### config.mk
export PLATFORM = sky130hd
export DESIGN_NAME = shaft_filter_shell_sort_unit
export DESIGN_NICKNAME = d
export VERILOG_FILES = /design/src/design/sfss_pkg.sv /design/src/design/sfss_dpath.sv /design/src/design/sfss_ctrl.sv /design/src/design/shaft_filter_shell_sort_unit.sv
export SDC_FILE = /design/constraint.sdc
export NUM_CORES = 1
export LEC_CHECK = 0
export ABC_CLOCK_PERIOD_IN_PS = 6000
export BUFFER_PORTS_ARGS = -buffer_cell sky130_fd_sc_hd__clkbuf_2
export CAP_MARGIN = 20
export CELL_PAD_IN_SITES_DETAIL_PLACEMENT = 1
export CELL_PAD_IN_SITES_GLOBAL_PLACEMENT = 2
export CORE_ASPECT_RATIO = 0.9
export CORE_UTILIZATION = 50
export CTS_BUF_LIST = sky130_fd_sc_hd__clkbuf_2
export DETAILED_ROUTE_END_ITERATION = 10
export GPL_ROUTABILITY_DRIVEN = 0
export HOLD_SLACK_MARGIN = 0.15
export PLACE_DENSITY_LB_ADDON = 0.1
export SLEW_MARGIN = 20
export SYNTH_ARGS = -nofsm -noshare
export SYNTH_HDL_FRONTEND = slang
export SYNTH_SLANG_ARGS = --single-unit
### constraint.sdc
create_clock -name clk -period 6 [get_ports clk]
set_input_delay 0.3 -clock clk [delete_from_list [all_inputs] [get_ports clk]]
set_output_delay 0.3 -clock clk [all_outputs]
set_load 0.005 [all_outputs]
### src/design/sfss_pkg.sv
// ----------------------------------------------------------------------------
// sfss_pkg
// Shared widths, defaults and controller/datapath handshake structs for the
// shaft filter and Shell sort unit.
// ----------------------------------------------------------------------------
package sfss_pkg;

    localparam int DEF_MAX_SHAFTS = 32;
    localparam int DEF_POS_BITS   = 10;

    localparam int FLOOR_W     = 7;
    localparam int POS_FIELD_W = 10;
    localparam int SLOT_W      = 5;

    // s_tdata: query_floor, lowest_floor, highest_floor, shaft_pos
    localparam int IN_DATA_W  = 32;
    // m_tdata: slot_number, sorted_pos
    localparam int OUT_DATA_W = 16;

    typedef struct packed {
        logic load;       // item accepted
        logic load_last;  // accepted item closes the load
        logic gap_half;   // start a pass with half the gap
        logic outer_init; // left = end - gap
        logic end_inc;    // insertion step done, next end
        logic rd_pair;    // read left and right entries
        logic wr_left;    // first half of a swap
        logic wr_right;   // second half of a swap
        logic left_dec;   // left -= gap
        logic emit_rd;    // read entry at emit index
        logic emit_ld;    // move read entry into output register
        logic empty_ld;   // load the empty-run result
    } sfss_cmd_t;

    typedef struct packed {
        logic gap_done;    // halving the gap gives zero
        logic n_zero;      // nothing kept
        logic end_done;    // end reached the entry count
        logic no_swap;     // pair already in order
        logic left_lt_gap; // insertion reached the front
        logic emit_last;   // emit index is the last entry
        logic out_free;    // output register can take a result
    } sfss_status_t;

endpackage

### src/design/sfss_dpath.sv
// ----------------------------------------------------------------------------
// sfss_dpath
// Entry store, filter, sort counters, compare and output register.
// ----------------------------------------------------------------------------
module sfss_dpath #(
    parameter int MAX_SHAFTS = sfss_pkg::DEF_MAX_SHAFTS,
    parameter int POS_BITS   = sfss_pkg::DEF_POS_BITS
) (
    input  logic                              clk,
    input  logic                              rst_n,
    input  sfss_pkg::sfss_cmd_t               cmd,
    output sfss_pkg::sfss_status_t            st,
    input  logic [sfss_pkg::IN_DATA_W-1:0]    s_tdata,
    input  logic                              s_tuser,
    output logic                              m_tvalid,
    input  logic                              m_tready,
    output logic [sfss_pkg::OUT_DATA_W-1:0]   m_tdata,
    output logic                              m_tuser,
    output logic                              m_tlast
);
    import sfss_pkg::*;

    localparam int CNT_W = $clog2(MAX_SHAFTS + 1);
    localparam int IDX_W = (MAX_SHAFTS > 1) ? $clog2(MAX_SHAFTS) : 1;
    localparam int ENT_W = SLOT_W + POS_BITS;
    localparam int CMP_W = FLOOR_W + 1;

    logic [ENT_W-1:0] mem [MAX_SHAFTS];

    logic [CNT_W-1:0]  kept_count_reg, kept_count_next;
    logic [SLOT_W-1:0] arrival_reg;
    logic [CNT_W-1:0]  n_reg;
    logic [CNT_W-1:0]  gap_reg;
    logic [CNT_W-1:0]  end_reg;
    logic [IDX_W-1:0]  left_reg;
    logic [IDX_W-1:0]  emit_idx_reg;
    logic [ENT_W-1:0]  rd_a_reg;
    logic [ENT_W-1:0]  rd_b_reg;

    logic                   out_valid_reg;
    logic [SLOT_W-1:0]      out_slot_reg;
    logic [POS_FIELD_W-1:0] out_pos_reg;
    logic                   out_none_reg;
    logic                   out_final_reg;

    logic [FLOOR_W-1:0]     q_floor, lo_floor, hi_floor;
    logic [POS_FIELD_W-1:0] in_pos;
    logic [CMP_W-1:0]       q_ext;
    logic                   pass;
    logic                   store_en;
    logic [CNT_W-1:0]       left_w;
    logic [CNT_W-1:0]       right_w;
    logic [IDX_W-1:0]       right_idx;
    logic                   wr_en;
    logic [IDX_W-1:0]       wr_addr;
    logic [ENT_W-1:0]       wr_data;
    logic [IDX_W-1:0]       rd_a_addr;

    assign q_floor  = s_tdata[FLOOR_W-1:0];
    assign lo_floor = s_tdata[2*FLOOR_W-1:FLOOR_W];
    assign hi_floor = s_tdata[3*FLOOR_W-1:2*FLOOR_W];
    assign in_pos   = s_tdata[3*FLOOR_W+POS_FIELD_W-1:3*FLOOR_W];
    assign q_ext    = {1'b0, q_floor};

    // query within bottom-1 .. top+1, done one wider so nothing wraps
    assign pass = s_tuser
               && (q_ext + CMP_W'(1) >= {1'b0, lo_floor})
               && (q_ext <= {1'b0, hi_floor} + CMP_W'(1));
    assign store_en = cmd.load && pass && (kept_count_reg < CNT_W'(MAX_SHAFTS));

    assign kept_count_next = store_en ? kept_count_reg + CNT_W'(1) : kept_count_reg;

    assign left_w    = CNT_W'(left_reg);
    assign right_w   = left_w + gap_reg;
    assign right_idx = right_w[IDX_W-1:0];

    always_comb
    begin
        wr_en   = 1'b0;
        wr_addr = kept_count_reg[IDX_W-1:0];
        wr_data = {arrival_reg, POS_BITS'(in_pos)};
        if (store_en)
        begin
            wr_en = 1'b1;
        end
        else if (cmd.wr_left)
        begin
            wr_en   = 1'b1;
            wr_addr = left_reg;
            wr_data = rd_b_reg;
        end
        else if (cmd.wr_right)
        begin
            wr_en   = 1'b1;
            wr_addr = right_idx;
            wr_data = rd_a_reg;
        end
    end

    assign rd_a_addr = cmd.emit_rd ? emit_idx_reg : left_reg;

    always_ff @(posedge clk)
    begin
        if (wr_en)
        begin
            mem[wr_addr] <= wr_data;
        end
        if (cmd.rd_pair || cmd.emit_rd)
        begin
            rd_a_reg <= mem[rd_a_addr];
        end
        if (cmd.rd_pair)
        begin
            rd_b_reg <= mem[right_idx];
        end
    end

    always_ff @(posedge clk or negedge rst_n)
    begin
        if (!rst_n)
        begin
            kept_count_reg <= '0;
            arrival_reg    <= '0;
            n_reg          <= '0;
            gap_reg        <= '0;
            end_reg        <= '0;
            left_reg       <= '0;
            emit_idx_reg   <= '0;
        end
        else
        begin
            if (cmd.load)
            begin
                if (cmd.load_last)
                begin
                    kept_count_reg <= '0;
                    arrival_reg    <= '0;
                    n_reg          <= kept_count_next;
                    gap_reg        <= kept_count_next;
                    emit_idx_reg   <= '0;
                end
                else
                begin
                    kept_count_reg <= kept_count_next;
                    arrival_reg    <= arrival_reg + SLOT_W'(1);
                end
            end
            if (cmd.gap_half)
            begin
                gap_reg <= gap_reg >> 1;
                end_reg <= gap_reg >> 1;
            end
            if (cmd.outer_init)
            begin
                left_reg <= IDX_W'(end_reg - gap_reg);
            end
            if (cmd.end_inc)
            begin
                end_reg <= end_reg + CNT_W'(1);
            end
            if (cmd.left_dec)
            begin
                left_reg <= IDX_W'(left_w - gap_reg);
            end
            if (cmd.emit_ld && !st.emit_last)
            begin
                emit_idx_reg <= emit_idx_reg + IDX_W'(1);
            end
        end
    end

    // output register: holds a result while the next load streams in
    always_ff @(posedge clk or negedge rst_n)
    begin
        if (!rst_n)
        begin
            out_valid_reg <= 1'b0;
        end
        else if (cmd.emit_ld || cmd.empty_ld)
        begin
            out_valid_reg <= 1'b1;
        end
        else if (m_tready)
        begin
            out_valid_reg <= 1'b0;
        end
    end

    always_ff @(posedge clk)
    begin
        if (cmd.emit_ld)
        begin
            out_slot_reg  <= rd_a_reg[ENT_W-1:POS_BITS];
            out_pos_reg   <= POS_FIELD_W'(rd_a_reg[POS_BITS-1:0]);
            out_none_reg  <= 1'b0;
            out_final_reg <= st.emit_last;
        end
        else if (cmd.empty_ld)
        begin
            out_slot_reg  <= '0;
            out_pos_reg   <= '0;
            out_none_reg  <= 1'b1;
            out_final_reg <= 1'b1;
        end
    end

    always_comb
    begin
        st.gap_done    = (gap_reg >> 1) == '0;
        st.n_zero      = (n_reg == '0);
        st.end_done    = (end_reg >= n_reg);
        st.no_swap     = rd_a_reg[POS_BITS-1:0] <= rd_b_reg[POS_BITS-1:0];
        st.left_lt_gap = left_w < gap_reg;
        st.emit_last   = (CNT_W'(emit_idx_reg) + CNT_W'(1)) == n_reg;
        st.out_free    = !out_valid_reg || m_tready;
    end

    assign m_tvalid = out_valid_reg;
    assign m_tdata  = OUT_DATA_W'({out_pos_reg, out_slot_reg});
    assign m_tuser  = out_none_reg;
    assign m_tlast  = out_final_reg;

endmodule

### src/design/sfss_ctrl.sv
// ----------------------------------------------------------------------------
// sfss_ctrl
// Sequencer for load, Shell sort passes with compare-swap, and emit.
// ----------------------------------------------------------------------------
module sfss_ctrl (
    input  logic                   clk,
    input  logic                   rst_n,
    input  logic                   s_tvalid,
    input  logic                   s_tlast,
    output logic                   s_tready,
    input  sfss_pkg::sfss_status_t st,
    output sfss_pkg::sfss_cmd_t    cmd
);
    import sfss_pkg::*;

    typedef enum logic [3:0] {
        S_LOAD,
        S_GAP,
        S_OUTER,
        S_READ,
        S_CMP,
        S_SWAP,
        S_EMIT_RD,
        S_EMIT_LD,
        S_EMPTY
    } state_t;

    state_t state_reg, state_next;

    always_comb
    begin
        state_next = state_reg;
        cmd        = '0;
        s_tready   = 1'b0;
        unique case (state_reg)
            S_LOAD:
            begin
                s_tready = 1'b1;
                if (s_tvalid)
                begin
                    cmd.load      = 1'b1;
                    cmd.load_last = s_tlast;
                    if (s_tlast)
                    begin
                        state_next = S_GAP;
                    end
                end
            end
            S_GAP:
            begin
                if (st.gap_done)
                begin
                    state_next = st.n_zero ? S_EMPTY : S_EMIT_RD;
                end
                else
                begin
                    cmd.gap_half = 1'b1;
                    state_next   = S_OUTER;
                end
            end
            S_OUTER:
            begin
                if (st.end_done)
                begin
                    state_next = S_GAP;
                end
                else
                begin
                    cmd.outer_init = 1'b1;
                    state_next     = S_READ;
                end
            end
            S_READ:
            begin
                cmd.rd_pair = 1'b1;
                state_next  = S_CMP;
            end
            S_CMP:
            begin
                if (st.no_swap)
                begin
                    cmd.end_inc = 1'b1;
                    state_next  = S_OUTER;
                end
                else
                begin
                    cmd.wr_left = 1'b1;
                    state_next  = S_SWAP;
                end
            end
            S_SWAP:
            begin
                cmd.wr_right = 1'b1;
                if (st.left_lt_gap)
                begin
                    cmd.end_inc = 1'b1;
                    state_next  = S_OUTER;
                end
                else
                begin
                    cmd.left_dec = 1'b1;
                    state_next   = S_READ;
                end
            end
            S_EMIT_RD:
            begin
                cmd.emit_rd = 1'b1;
                state_next  = S_EMIT_LD;
            end
            S_EMIT_LD:
            begin
                if (st.out_free)
                begin
                    cmd.emit_ld = 1'b1;
                    state_next  = st.emit_last ? S_LOAD : S_EMIT_RD;
                end
            end
            S_EMPTY:
            begin
                if (st.out_free)
                begin
                    cmd.empty_ld = 1'b1;
                    state_next   = S_LOAD;
                end
            end
            default:
            begin
                state_next = S_LOAD;
            end
        endcase
    end

    always_ff @(posedge clk or negedge rst_n)
    begin
        if (!rst_n)
        begin
            state_reg <= S_LOAD;
        end
        else
        begin
            state_reg <= state_next;
        end
    end

endmodule

### src/design/shaft_filter_shell_sort_unit.sv
// Loading: one record item per cycle. After the last record the entries are
// Shell sorted through the single write port of the entry store; a pass halves
// the gap, an insertion start sets the left index, a compare reads the pair,
// a swap writes left then right. Results leave in order, held while stalled.
// The final result may still wait in the output register while the next load runs.
// Reset: asynchronous, active low; clears counters, controller and output valid.
// ----------------------------------------------------------------------------
// shaft_filter_shell_sort_unit
// Keeps shaft records that serve the query floor, sorts them by position and
// streams them out in order.
// ----------------------------------------------------------------------------
module shaft_filter_shell_sort_unit #(
    parameter int MAX_SHAFTS = sfss_pkg::DEF_MAX_SHAFTS,
    parameter int POS_BITS   = sfss_pkg::DEF_POS_BITS
) (
    input  logic                              clk,
    input  logic                              rst_n,
    input  logic                              s_tvalid,
    output logic                              s_tready,
    // query_floor[6:0], lowest_floor[13:7], highest_floor[20:14], shaft_pos[30:21]
    input  logic [sfss_pkg::IN_DATA_W-1:0]    s_tdata,
    // shaft_used
    input  logic                              s_tuser,
    input  logic                              s_tlast,
    output logic                              m_tvalid,
    input  logic                              m_tready,
    // slot_number[4:0], sorted_pos[14:5]
    output logic [sfss_pkg::OUT_DATA_W-1:0]   m_tdata,
    // none_kept
    output logic                              m_tuser,
    output logic                              m_tlast
);
    import sfss_pkg::*;

    sfss_cmd_t    cmd;
    sfss_status_t st;

    sfss_ctrl u_ctrl (
        .clk      (clk),
        .rst_n    (rst_n),
        .s_tvalid (s_tvalid),
        .s_tlast  (s_tlast),
        .s_tready (s_tready),
        .st       (st),
        .cmd      (cmd)
    );

    sfss_dpath #(
        .MAX_SHAFTS (MAX_SHAFTS),
        .POS_BITS   (POS_BITS)
    ) u_dpath (
        .clk      (clk),
        .rst_n    (rst_n),
        .cmd      (cmd),
        .st       (st),
        .s_tdata  (s_tdata),
        .s_tuser  (s_tuser),
        .m_tvalid (m_tvalid),
        .m_tready (m_tready),
        .m_tdata  (m_tdata),
        .m_tuser  (m_tuser),
        .m_tlast  (m_tlast)
    );

`ifndef NO_ASSERTIONS
    // a swap always completes with its second write
    a_swap_pair: assert property (@(posedge clk) disable iff (!rst_n)
        cmd.wr_left |=> cmd.wr_right)
        else $error("swap not completed");

    // a pending result is never overwritten
    a_no_overwrite: assert property (@(posedge clk) disable iff (!rst_n)
        (cmd.emit_ld || cmd.empty_ld) |-> st.out_free)
        else $error("output register overwritten");

    // the empty-run result is the only and final one
    a_empty_final: assert property (@(posedge clk) disable iff (!rst_n)
        (m_tvalid && m_tuser) |-> m_tlast)
        else $error("empty result not final");

    // no record is taken while sorting or emitting
    a_load_only: assert property (@(posedge clk) disable iff (!rst_n)
        (cmd.rd_pair || cmd.wr_left || cmd.emit_rd) |-> !s_tready)
        else $error("input accepted during sort");
`endif

endmodule

==> impl_results.md <==
* Clock Power Share at 0.156
* Max-cap violations at 0
* Area contributors post-synth: edfxtp_1, mux4_2, nand2_1
* Site Rows at 82
* CP Capture Point: u_dpath.mem[10][7]
* Synth warnings at 0
* Largest register FFs at 480
* Post-synth top area share at 0.558
* Post-CTS setup buffers at 0
* Lkg Pwr at 11.3 nW
* First-pass GRT wire length at 133,000 µm
* Yosys top cell by area: edfxtp_1
* Status: completed
* Critical Path End Type: register
* Total CTS buffers at 148
* Syn_nets at 2,236
* Drt first pass iters at 6
* Sequential share of the synthesized area at 0.598
* Final #Nets at 2,405
* All-layer global routing usage at 0.321
* DRC viols at 0
* Final-report setup violation count at 0
* Switching power at 7.91 mW
* Critical path class: register to register
* Pwr/cell area at between 500 and 600 nW/µm²
* CP startpoint: u_dpath.rd_a_reg[5]
* Setup TNS Final at 0 ns
* Largest net degree at the start of global routing at 106
* Peak fanout along the critical path at 19
* Clock net sink count at 571
* DIE HEIGHT at 228 µm
* Final hold vios at 0
* Avg WL per Cell at 28.3 µm
* Unrepaired setup endpoints after global routing: no
* VDD IR max at between 0.5 and 0.6 mV
* Worst Reg-to-Reg Cells at 8
* Clock skew at ~0.077 ns
* Hold Crit Class: primary input to register
* Pre-CTS setup slack at 1.47 ns
* R2r endpoint: u_dpath.mem[10][7]
* Main synth FF type: edfxtp_1
* Post-Route WL at 90,200 µm
* Worst skew pair latency at around 1.4 ns
* Top cells by count, synth: edfxtp_1, nand2_1, nand3_1
* Power, Total at approximately 18 mW
* # placed instances at roughly 2,900
* Vias in the first global route at 20,900
* Seq pwr share at 0.302
* Mapped Area at 28,300 µm²
* Non-Filler Instances at approximately 3,200
* Post-DRT Antenna Nets at 0
* Initial antenna violation count at 4
* WP data required at 7.00 ns
* Area of the die at 57,500 µm²
* Internal power at 10.0 mW
* Period utilization at 0.766
* Mapped Cells at 2,147
* Total grt overflow at 0
* Layout area overhead at 11.9%
* Vias/cell at 6.35
* 1st-iter DRT viols at 2,200
* Slew headroom at 0.263
* EDFF count, synth at 526
* # hold bufs at CTS at 39
* Final Max Tran Viols at 0
* Netlist cell types at 65
* Root Buffer: clkbuf_2
* Die X at 253 µm
* IO Port Bufs at 55
* H-tree Lvls at 4
* Final worst slack at 1.40 ns
* Min Tclk post-route at about 4.6 ns
* Fraction of layout cells with a size suffix above 1 at 0.232
* #FFs+latches synth at approximately 570
* Max Fclk at 218 MHz
* Reg2reg start: u_dpath.rd_a_reg[5]
* Worst-margin pin slew at 1.11 ns
* Ports at 58
* Syn avg cell area at 13.2 µm²
* Core ar. at approximately 56,000 µm²
* Routed vias at roughly 20,000
* Crit path DAT at about 5.6 ns
* Post-synth ARST share at 0.0771
* Switch share at 0.441
* Top-count cell post-synth: edfxtp_1
* Comb power frac at 0.542
* Worst-path clk slew at ~0.12 ns
* FF-to-FF setup slack at 1.40 ns
* Clock Path Buffers at 3
* Starting Density at 0.507
* CP startpoint kind: register
* CTS tree: done
* Post-CTS sizing at 0
* Half-perimeter wire length after placement at 55,600 µm
## metal layers
metal,track usage,vias to the layer above,wire (µm)
met5,0,-,0
met2,0.505,950,42300
met3,0.0700,157,7810
met1,0.444,10400,37900
met4,0.111,0,2220
li1,-,8690,-
## layout make-up
class,instances,area [µm²]
clock buffer,208,1040
inverter,43,161
antenna,9,22.5
tap,756,946
fill,5673,24200
multi-input combinational,1397,11000
clock inverter,49,329
timing repair buffer,155,1230
sequential,571,16900
## worst max-delay path, cell delays in order (launching register included)
cell and delay [ns]:
edfxtp_1 0.44, ha_1 0.35, nand4_1 0.17, a211oi_1 0.39, a2111oi_1 0.18, nor3b_4 0.85
a32oi_1 0.60, nor2_1 0.88, buf_4 0.38
## placed cells by master, fill, tap and decap left out, drive strengths merged, types with 7 or more instances in the layout
| cell | instances |
|---|---|
| dfrtp | 44 |
| ha | 49 |
| o31ai | 9 |
| dlygate4sd3 | 38 |
| mux4 | 150 |
| diode | 9 |
| nor2b | 7 |
| a222oi | 16 |
| clkbuf | 263 |
| a21o | 7 |
| mux2 | 9 |
| a32oi | 24 |
| nor3 | 14 |
| inv | 46 |
| a31oi | 72 |
| nand2 | 456 |
| mux2i | 82 |
| xor2 | 13 |
| nor2 | 60 |
| edfxtp | 526 |
| a21oi | 42 |
| nand3 | 166 |
| clkinv | 40 |
| and2 | 19 |
| nand2b | 11 |
| xnor2 | 13 |
| nand4 | 36 |
| o21ai | 58 |
| and3 | 26 |
| buf | 62 |
## logic make-up after synthesis
kind of cell	after synthesis	synth area share
xor+xnor	26	0.00805
flops	571	0.598
mux	241	0.153
compound gates	260	0.0610
simple gates	818	0.129
buf+inv	179	0.0283
other cells	1	0.000133
fa+ha+maj	51	0.0231
## power by group through the flow
| stage | combinational, mW | sequential, mW | clock [mW] |
|---|---|---|---|
| 2_1_floorplan | 6.44 | 5.33 | 0 |
| 3_3_place_gp | 9.42 | 5.49 | 0 |
| 3_5_place_dp | 9.58 | 5.51 | 0 |
| 4_1_cts | 9.64 | 5.42 | 2.87 |
| 5_1_grt | 10.3 | 5.46 | 3.04 |
| 6_report | 9.72 | 5.42 | 2.80 |
## worst min-delay path by stage
stage                     endpoint  cells past startpoint         from  slack (ns)
6_report        u_dpath.mem[11][6]                      5  s_tdata[27]        0.34
5_1_grt          u_dpath.mem[7][8]                      5  s_tdata[29]        0.26
3_5_place_dp   u_dpath.left_reg[0]                      2        rst_n        0.45
3_3_place_gp   u_dpath.left_reg[0]                      2        rst_n        0.44
4_1_cts          u_dpath.mem[2][8]                      5  s_tdata[29]        0.18
2_1_floorplan  u_ctrl.state_reg[0]                      0        rst_n       0.004
## metrics by stage
step           hold WS, ns  instance area, µm²  utilization
2_1_floorplan      0.00441               28300            -
3_3_place_gp         0.440               29800        0.533
3_5_place_dp         0.454               29800        0.534
4_1_cts              0.176               31600        0.566
5_1_grt              0.261               31600        0.567
6_report             0.335               31600        0.567
(Power assumes the default switching activity.)
